File: src/rtl/mblm_pkg.sv
// Shared types and constants for the multi-buffer reader lock manager.
`timescale 1ns / 1ps

package mblm_pkg;

  // Ring and reader dimensions.
  localparam int NUM_BUFFERS = 8;
  localparam int NUM_READERS = 4;
  localparam int IDX_W       = 4;
  localparam int BUF_W       = 3;
  localparam int CNT_W       = 3;
  localparam int RID_W       = 2;

  // Index value that encodes "no buffer".
  localparam logic [IDX_W-1:0] NONE_IDX  = 4'hF;
  localparam logic [CNT_W-1:0] COUNT_MAX = 3'd7;

  // Field widths.
  localparam int ACTIVE_W = 4;
  localparam int SIZE_W   = 31;
  localparam int OFFS_W   = 16;
  localparam int ADDR_W   = 34;
  localparam int STAMP_W  = 63;
  localparam int CFG_W    = 31;
  localparam int CFG_IDX_W = 2;

  // Configuration register indexes.
  localparam logic [CFG_IDX_W-1:0] CFG_ACTIVE_BUFFERS = 2'd0;
  localparam logic [CFG_IDX_W-1:0] CFG_BUFFER_SIZE    = 2'd1;
  localparam logic [CFG_IDX_W-1:0] CFG_BASE_OFFSET    = 2'd2;

  // Request codes.
  typedef enum logic [1:0] {
    FUNC_WR_ACQ = 2'd0,
    FUNC_WR_REL = 2'd1,
    FUNC_RD_ACQ = 2'd2,
    FUNC_RD_REL = 2'd3
  } func_e;

  typedef struct packed {
    logic [1:0]         func;
    logic [RID_W-1:0]   reader_id;
    logic               only_new;
    logic [STAMP_W-1:0] now_ms;
  } mblm_req_t;

  typedef struct packed {
    logic               ok;
    logic [BUF_W-1:0]   buffer_index;
    logic [ADDR_W-1:0]  buffer_address;
    logic [STAMP_W-1:0] stamp_ms;
  } mblm_rsp_t;

endpackage

File: src/rtl/multi_buffer_reader_lock_manager.sv
// Lock manager for a ring of frame buffers shared by one writer and several readers.
`timescale 1ns / 1ps
// Sequence: a writer release, a reader release or a refused reader acquire goes EXEC, DONE;
//   a granted reader acquire goes EXEC, ADDR, DONE. A writer acquire goes EXEC, then SCAN
//   until it finds a free buffer (then ADDR, DONE) or has tried the whole ring (then DONE).
// One item at a time: busy stays high through the strobe cycle; the receiver cannot stall.
// Async reset: nothing held or published, counts zero, active_buffers 8, size and offset 0.

module multi_buffer_reader_lock_manager
  import mblm_pkg::*;
(
  input  logic                 clk_i,
  input  logic                 rst_ni,
  input  logic                 start,
  output logic                 busy,
  input  mblm_req_t            req_i,
  output logic                 rsp_valid_o,
  output mblm_rsp_t            rsp_o,
  input  logic                 cfg_we_i,
  input  logic [CFG_IDX_W-1:0] cfg_idx_i,
  input  logic [CFG_W-1:0]     cfg_wdata_i
);

  // Sequencer states. EXEC decodes the request, SCAN walks the ring one buffer a
  // cycle, ADDR runs the shift-add address unit one index bit a cycle, DONE shows
  // the result.
  localparam logic [2:0] ST_IDLE = 3'd0;
  localparam logic [2:0] ST_EXEC = 3'd1;
  localparam logic [2:0] ST_SCAN = 3'd2;
  localparam logic [2:0] ST_ADDR = 3'd3;
  localparam logic [2:0] ST_DONE = 3'd4;

  logic [2:0] state_q, state_d;

  // Configuration registers.
  logic [ACTIVE_W-1:0] active_q;
  logic [SIZE_W-1:0]   size_q;
  logic [OFFS_W-1:0]   offs_q;

  // Lock state.
  logic [IDX_W-1:0]   held_q, held_d;
  logic [IDX_W-1:0]   latest_q, latest_d;
  logic [IDX_W-1:0]   writing_q, writing_d;
  logic [STAMP_W-1:0] stamp_q, stamp_d;
  logic [CNT_W-1:0]   counts_q [NUM_BUFFERS];
  logic [CNT_W-1:0]   counts_d [NUM_BUFFERS];
  logic [IDX_W-1:0]   holds_q [NUM_READERS];
  logic [IDX_W-1:0]   holds_d [NUM_READERS];

  // Item and working registers.
  mblm_req_t         req_q;
  mblm_rsp_t         rsp_q, rsp_d;
  logic [IDX_W-1:0]  ptr_q, ptr_d;
  logic [IDX_W-1:0]  step_q, step_d;
  logic [IDX_W-1:0]  ring_q, ring_d;
  logic [1:0]        bit_q, bit_d;
  logic [ADDR_W-1:0] acc_q, acc_d;

  logic              accept;
  logic [IDX_W-1:0]  ring_size;
  logic [IDX_W-1:0]  scan_start;
  logic [IDX_W-1:0]  ptr_next;
  logic [IDX_W-1:0]  rd_hold;
  logic              rd_refuse;
  logic [ADDR_W-1:0] addend;

  assign busy        = (state_q != ST_IDLE);
  assign accept      = start && !busy;
  assign rsp_valid_o = (state_q == ST_DONE);
  assign rsp_o       = rsp_q;

  // The ring never exceeds the number of physical buffers.
  assign ring_size  = (active_q > IDX_W'(NUM_BUFFERS)) ? IDX_W'(NUM_BUFFERS) : active_q;

  // The writer search starts just after the held buffer; when that lies past the
  // end of the ring, the first pass is empty and the scan begins at zero.
  assign scan_start = (held_q == NONE_IDX || (held_q + 1'b1) >= ring_size) ?
                      '0 : held_q + 1'b1;
  assign ptr_next   = (ptr_q + 1'b1 >= ring_q) ? '0 : ptr_q + 1'b1;

  assign rd_hold   = holds_q[req_q.reader_id];
  assign rd_refuse = (latest_q == NONE_IDX) || (latest_q == writing_q) ||
                     (req_q.only_new && latest_q == rd_hold);

  // The single adder of the address unit adds buffer_size shifted by the current
  // index bit.
  assign addend = ADDR_W'(size_q) << bit_q;

  always_comb begin
    state_d   = state_q;
    held_d    = held_q;
    latest_d  = latest_q;
    writing_d = writing_q;
    stamp_d   = stamp_q;
    counts_d  = counts_q;
    holds_d   = holds_q;
    rsp_d     = rsp_q;
    ptr_d     = ptr_q;
    step_d    = step_q;
    ring_d    = ring_q;
    bit_d     = bit_q;
    acc_d     = acc_q;

    case (state_q)
      ST_IDLE: begin
        if (accept) begin
          state_d = ST_EXEC;
        end
      end

      ST_EXEC: begin
        rsp_d = '0;
        state_d = ST_DONE;
        case (req_q.func)
          FUNC_WR_ACQ: begin
            ptr_d   = scan_start;
            step_d  = '0;
            ring_d  = ring_size;
            state_d = ST_SCAN;
          end
          FUNC_WR_REL: begin
            if (held_q != NONE_IDX) begin
              latest_d  = held_q;
              writing_d = NONE_IDX;
              stamp_d   = req_q.now_ms;
              held_d    = NONE_IDX;
              rsp_d.ok  = 1'b1;
            end
          end
          FUNC_RD_ACQ: begin
            if (int'(req_q.reader_id) < NUM_READERS && !rd_refuse) begin
              // Drop the old lock first, then count the new one; when both are the
              // same buffer the count comes out unchanged.
              for (int i = 0; i < NUM_BUFFERS; i++) begin
                if (rd_hold[IDX_W-1] == 1'b0 && rd_hold[BUF_W-1:0] == BUF_W'(i) &&
                    counts_d[i] != '0) begin
                  counts_d[i] = counts_d[i] - 1'b1;
                end
                if (latest_q[IDX_W-1] == 1'b0 && latest_q[BUF_W-1:0] == BUF_W'(i) &&
                    counts_d[i] != COUNT_MAX) begin
                  counts_d[i] = counts_d[i] + 1'b1;
                end
              end
              holds_d[req_q.reader_id] = latest_q;
              rsp_d.ok           = 1'b1;
              rsp_d.buffer_index = latest_q[BUF_W-1:0];
              rsp_d.stamp_ms     = stamp_q;
              acc_d              = ADDR_W'(offs_q);
              bit_d              = '0;
              state_d            = ST_ADDR;
            end
          end
          FUNC_RD_REL: begin
            if (int'(req_q.reader_id) < NUM_READERS && rd_hold != NONE_IDX) begin
              for (int i = 0; i < NUM_BUFFERS; i++) begin
                if (rd_hold[IDX_W-1] == 1'b0 && rd_hold[BUF_W-1:0] == BUF_W'(i) &&
                    counts_q[i] != '0) begin
                  counts_d[i] = counts_q[i] - 1'b1;
                end
              end
              holds_d[req_q.reader_id] = NONE_IDX;
              rsp_d.ok = 1'b1;
            end
          end
          default: begin
            state_d = ST_DONE;
          end
        endcase
      end

      ST_SCAN: begin
        if (step_q >= ring_q) begin
          // Every buffer in the ring is locked by a reader.
          state_d = ST_DONE;
        end else if (counts_q[ptr_q[BUF_W-1:0]] == '0) begin
          // Publish the buffer held so far, then hold the free one.
          if (held_q != NONE_IDX) begin
            latest_d = held_q;
            stamp_d  = req_q.now_ms;
          end
          held_d             = ptr_q;
          writing_d          = ptr_q;
          rsp_d.ok           = 1'b1;
          rsp_d.buffer_index = ptr_q[BUF_W-1:0];
          acc_d              = ADDR_W'(offs_q);
          bit_d              = '0;
          state_d            = ST_ADDR;
        end else begin
          ptr_d  = ptr_next;
          step_d = step_q + 1'b1;
        end
      end

      ST_ADDR: begin
        if (rsp_q.buffer_index[bit_q]) begin
          acc_d = acc_q + addend;
        end
        bit_d = bit_q + 1'b1;
        if (bit_q == 2'(BUF_W - 1)) begin
          state_d = ST_DONE;
        end
      end

      ST_DONE: begin
        rsp_d.buffer_address = acc_q;
        state_d = ST_IDLE;
      end

      default: begin
        state_d = ST_IDLE;
      end
    endcase

    // The address is taken from the accumulator only after the last add.
    if (state_q == ST_ADDR && state_d == ST_DONE) begin
      rsp_d.buffer_address = acc_d;
    end
  end

  always_ff @(posedge clk_i or negedge rst_ni) begin
    if (!rst_ni) begin
      state_q   <= ST_IDLE;
      active_q  <= ACTIVE_W'(NUM_BUFFERS);
      size_q    <= '0;
      offs_q    <= '0;
      held_q    <= NONE_IDX;
      latest_q  <= NONE_IDX;
      writing_q <= NONE_IDX;
      stamp_q   <= '0;
      for (int i = 0; i < NUM_BUFFERS; i++) begin
        counts_q[i] <= '0;
      end
      for (int i = 0; i < NUM_READERS; i++) begin
        holds_q[i] <= NONE_IDX;
      end
    end else begin
      state_q   <= state_d;
      held_q    <= held_d;
      latest_q  <= latest_d;
      writing_q <= writing_d;
      stamp_q   <= stamp_d;
      counts_q  <= counts_d;
      holds_q   <= holds_d;
      if (cfg_we_i) begin
        case (cfg_idx_i)
          CFG_ACTIVE_BUFFERS: active_q <= cfg_wdata_i[ACTIVE_W-1:0];
          CFG_BUFFER_SIZE:    size_q   <= cfg_wdata_i[SIZE_W-1:0];
          CFG_BASE_OFFSET:    offs_q   <= cfg_wdata_i[OFFS_W-1:0];
          default: begin
          end
        endcase
      end
    end
  end

  // Payload and working registers need no reset.
  always_ff @(posedge clk_i) begin
    if (accept) begin
      req_q <= req_i;
    end
    rsp_q  <= rsp_d;
    ptr_q  <= ptr_d;
    step_q <= step_d;
    ring_q <= ring_d;
    bit_q  <= bit_d;
    acc_q  <= acc_d;
  end

endmodule
File: config.mk
export PLATFORM = sky130hd
export DESIGN_NAME = multi_buffer_reader_lock_manager
export DESIGN_NICKNAME = d
export VERILOG_FILES = /design/src/rtl/mblm_pkg.sv /design/src/rtl/multi_buffer_reader_lock_manager.sv
export SDC_FILE = /design/constraint.sdc
export NUM_CORES = 1
export LEC_CHECK = 0
export BUFFER_PORTS_ARGS = -buffer_cell sky130_fd_sc_hd__buf_4
export CORE_UTILIZATION = 45
export DETAILED_ROUTE_END_ITERATION = 7
export GPL_ROUTABILITY_DRIVEN = 0
export PLACE_DENSITY = 0.66
export SYNTH_ARGS = -nofsm -noshare
export SYNTH_HDL_FRONTEND = slang
export SYNTH_SLANG_ARGS = --single-unit
File: constraint.sdc
create_clock -name clk_i -period 5.7 [get_ports clk_i]
set_input_delay 0.57 -clock clk_i [delete_from_list [all_inputs] [get_ports clk_i]]
set_output_delay 0.57 -clock clk_i [all_outputs]
set_load 0.05 [all_outputs]
==> results by group <==
Logic synthesis
  – Synth cell types: 79
  – Mean Syn Cell Area: 12.6 µm²
  – Post-synth EDFFs: 183
  – Sequential area share after synthesis: 55.8%
  – Mapped Cells: 1,474
  – Yosys Warn Count: 0
  – Ys async rst share: 43.2%
  – Mapped cell area: 18,500 µm²
  – Synthesized netlist net count: 1,661
  – Synth Flop Type: edfxtp_1
  – FF+latch count, synth: 382

Clock tree
  – CTS buffer count: 42
  – Clock transition at path regs: 0.06 ns
  – Worst-Skew Late Latency: 0.58 ns
  – Clock buffer depth: 3
  – Root buffer cell: clkbuf_16
  – Clk sink count: 382
  – Post_cts resized: 0
  – H-tree levels: 2
  – CTS tree: done

Placed design
  – DP Worst Slack: 1.41 ns
  – Placed Cells: 2,149
  – Detailed placer's ending HPWL: 29,800 µm
  – I/O Buffers: 207

Layout
  – Share of layout cells above drive strength 1: 29.1%
  – Synth-to-Final Area Change: 18.6%
  – Non-filler cells, final: 2,229
  – Final #Nets: 1,856
  – Fill count: 3,424
  – Multi-input logic area: 7720 µm²
  – Register area: 10,300 µm²

Power and ir drop
  – Overall power: 0.0130 W
  – PD cells: 593 nW/µm²
  – Lkg Pwr: 9.16 nW
  – Peak supply drop: 0.000316 V

Timing
  – Crit share post-route: 75.6%
  – Highest Clock Rate: 0.232 GHz
  – Count of final setup violators: 0
  – RSZ-0062 raised after global routing: no
  – Actual slew at the worst max-slew pin: 1.27 ns
  – Final setup margin: 1.39 ns
  – Final count of hold timing violations: 0
  – Clock Skew: 0.0406 ns
  – Min Tclk post-route: 4.31 ns
  – Slew HR: 14.6%
  – Slew Limit Fails: 0
  – Setup TNS: 0 ns

Global route
  – Vias in the first global route: 12,500
  – Total global-route track usage: 20.7%
  – Total grt overflow: 0
  – Largest net degree at the start of global routing: 114
  – Initial antenna violation count: 1
  – First-pass GRT wire length: 67,600 µm

Critical path
  – Launch point of the worst reg-to-reg path: bit_q[1]
  – Buf/Inv on CP: 1
  – Flop-to-flop setup slack: 1.39 ns
  – R2R cell count: 13
  – Crit-path slowest cell: edfxtp_1
  – CP max stage delay: 0.70 ns
  – Critical path data arrival time: 4.63 ns
  – Worst r2r dst: rsp_o[91]
  – Crit-path max FO: 26
  – Startpoint Class: flip-flop
  – Crit path max-delay family: compound AO/OA/AOI/OAI gates
  – Crit path cell chain: buf_4 -> nor3b_1 -> ha_1 -> fa_1 -> a211oi_1 -> o21a_1 -> o21ai_1 -> o211a_1 -> o311a_1 -> and3_1 -> a31o_2 -> xor2_1 -> a22o_1
  – Required time of the worst setup path: 6.02 ns
  – Worst Path Class, Setup: flip-flop to flip-flop
  – Crit end category: flip-flop

Run
  – Max-cap violations: 0

Routing
  – Remaining DRCs: 0
  – Initial DRC count: 657
  – Post-route ant nets: 0
  – Drt wl/cell: 19.2 µm
  – Drt total wl: 42,900 µm
  – Vias per inst: 5.58
  – First-pass detailed-route iteration total: 5
  – Via count: 12,400

Worst hold path
  – Hold path start: req_i[53]
  – Hold Path Sink: req_q[53]
  – Hold Path Depth: 1
  – Min-Delay Path Class: primary input to flip-flop

Die
  – Row count: 73
  – Die footprint: 42,000 µm²
  – # IOs: 208
  – Die Y: 205 µm
  – Core Footprint: 40,200 µm²
  – Initial core utilization: 46.1%
  – Die Wd: 205 µm

Run status
  – Status: complete, no violations
==> where the power goes <==
| part | switching, W | internal [W] | total (W) |
|---|---|---|---|
| Combinational | 0.00351 | 0.00218 | 0.00568 |
| Clock | 0.00114 | 0.00151 | 0.00265 |
| Sequential | 0.000610 | 0.00408 | 0.00469 |
==> what timing repair did <==
action                                 CTS  global route
hold buffers                             1             0
buffers inserted                         0             0
endpoints found under the hold margin    9             0
==> state kept, by name, indices dropped and copies added (netlist names) <==
register / count
offs_q: 16
holds_q: 16
size_q: 31
req_q: 68
ring_q: 4
stamp_q: 63
counts_q: 24
acc_q: 34
writing_q: 4
ptr_q: 4
step_q: 4
state_q: 3
rsp_o: 101
latest_q: 4
bit_q: 2
active_q: 4
==> worst max-delay path by stage <==
stage	endpoint	from	depth (start not counted)
after floorplan	rsp_o[91]	bit_q[0]	15
after global placement	rsp_o[91]	bit_q[1]	13
after detailed placement	rsp_o[91]	bit_q[1]	13
after CTS	rsp_o[91]	bit_q[1]	13
after global routing	rsp_o[91]	bit_q[1]	13
final	rsp_o[91]	bit_q[1]	13
==> logic make-up (layout without fill, tap and decap cells) <==
logic type | Yosys count | after routing | share of synthesized area (%)
adder cells (fa/ha/maj) | 82 | 82 | 5.58
buffers and inverters | 121 | 350 | 2.66
other | 0 | 1 | 0
AO/OA/AOI/OAI | 280 | 280 | 10.1
XOR/XNOR | 68 | 68 | 3.21
flip-flops | 382 | 382 | 55.8
multiplexers | 183 | 183 | 12.8
AND/OR/NAND/NOR | 358 | 358 | 9.87
==> synthesized netlist by cell type (4+ instances only) <==
cell type  instances  area [µm²]
dfrtp_1          140        3500
a221oi_1           4        35.0
nor3b_1            5        37.5
a21oi_1           80         400
nor3_2             7        70.1
a22o_1            37         324
a21o_1            19         143
nor2_1            67         251
buf_2             13        65.1
o21ai_0           64         320
mux4_2            30         676
edfxtp_1         183        5500
a31oi_1            4        25.0
xnor2_1           47         412
nand4_1           11        68.8
o21ai_1            4        20.0
nor3_1            14        70.1
inv_1             48         180
buf_1             14        52.6
nand3_1           19        95.1
dfxtp_1           34         681
a41oi_1            4        35.0
and3_1            10        62.6
nand2_1          108         405
ha_1              81        1010
o21a_1             7        52.6
or4_1              4        30.0
dfstp_2           25         657
nand2b_1          16         100
o211ai_1           4        30.0
nor2b_1            8        50.1
xor2_1            21         184
clkbuf_1          42         158
mux2i_1           26         260
and2_1            66         413
or3_1              7        43.8
a211oi_1           8        60.1
mux2_2           127        1430
==> cells in the final DEF, fill, tap and decap left out, types with 9 or more instances in the layout <==
master	count
buf_4	219
edfxtp_1	183
dfrtp_1	140
mux2_2	127
nand2_1	108
ha_1	81
a21oi_1	80
nor2_1	66
and2_1	66
o21ai_0	64
inv_1	47
xnor2_1	47
clkbuf_16	42
a22o_1	37
dfxtp_1	34
mux4_2	30
mux2i_1	26
dfstp_2	25
xor2_1	21
nand3_1	19
a21o_1	19
nand2b_1	16
nor3_1	13
nand4_1	11
and3_1	9
clkinv_2	9
==> layout make-up <==
class,instances,area share (%)
Sequential cell,382,47.0
Multi-Input combinational cell,971,35.1
Timing Repair Buffer,223,7.76
Clock buffer,53,5.11
Tap cell,525,2.99
Clock inverter,25,1.12
Inverter,49,0.837
Antenna cell,1,0.0114
==> through the flow <==
step | area, µm² | util, % | hold WS (ns)
2_1_floorplan | 18500 | - | 0.274
4_1_cts | 22000 | 54.7 | 0.131
5_1_grt | 22000 | 54.7 | 0.138
3_5_place_dp | 20600 | 51.2 | 0.463
6_report | 22000 | 54.7 | 0.161
3_3_place_gp | 20600 | 51.2 | 0.456
==> layer usage <==
layer / share of wire [%] / up-vias / track usage (%)
li1: - / 5821 / -
met1: 41 / 6172 / 25.7
met2: 49 / 372 / 34.6
met3: 7.6 / 66 / 5.65
met4: 2.3 / 0 / 7.30
met5: 0 / - / 0.357
(Power assumes the default switching activity.)
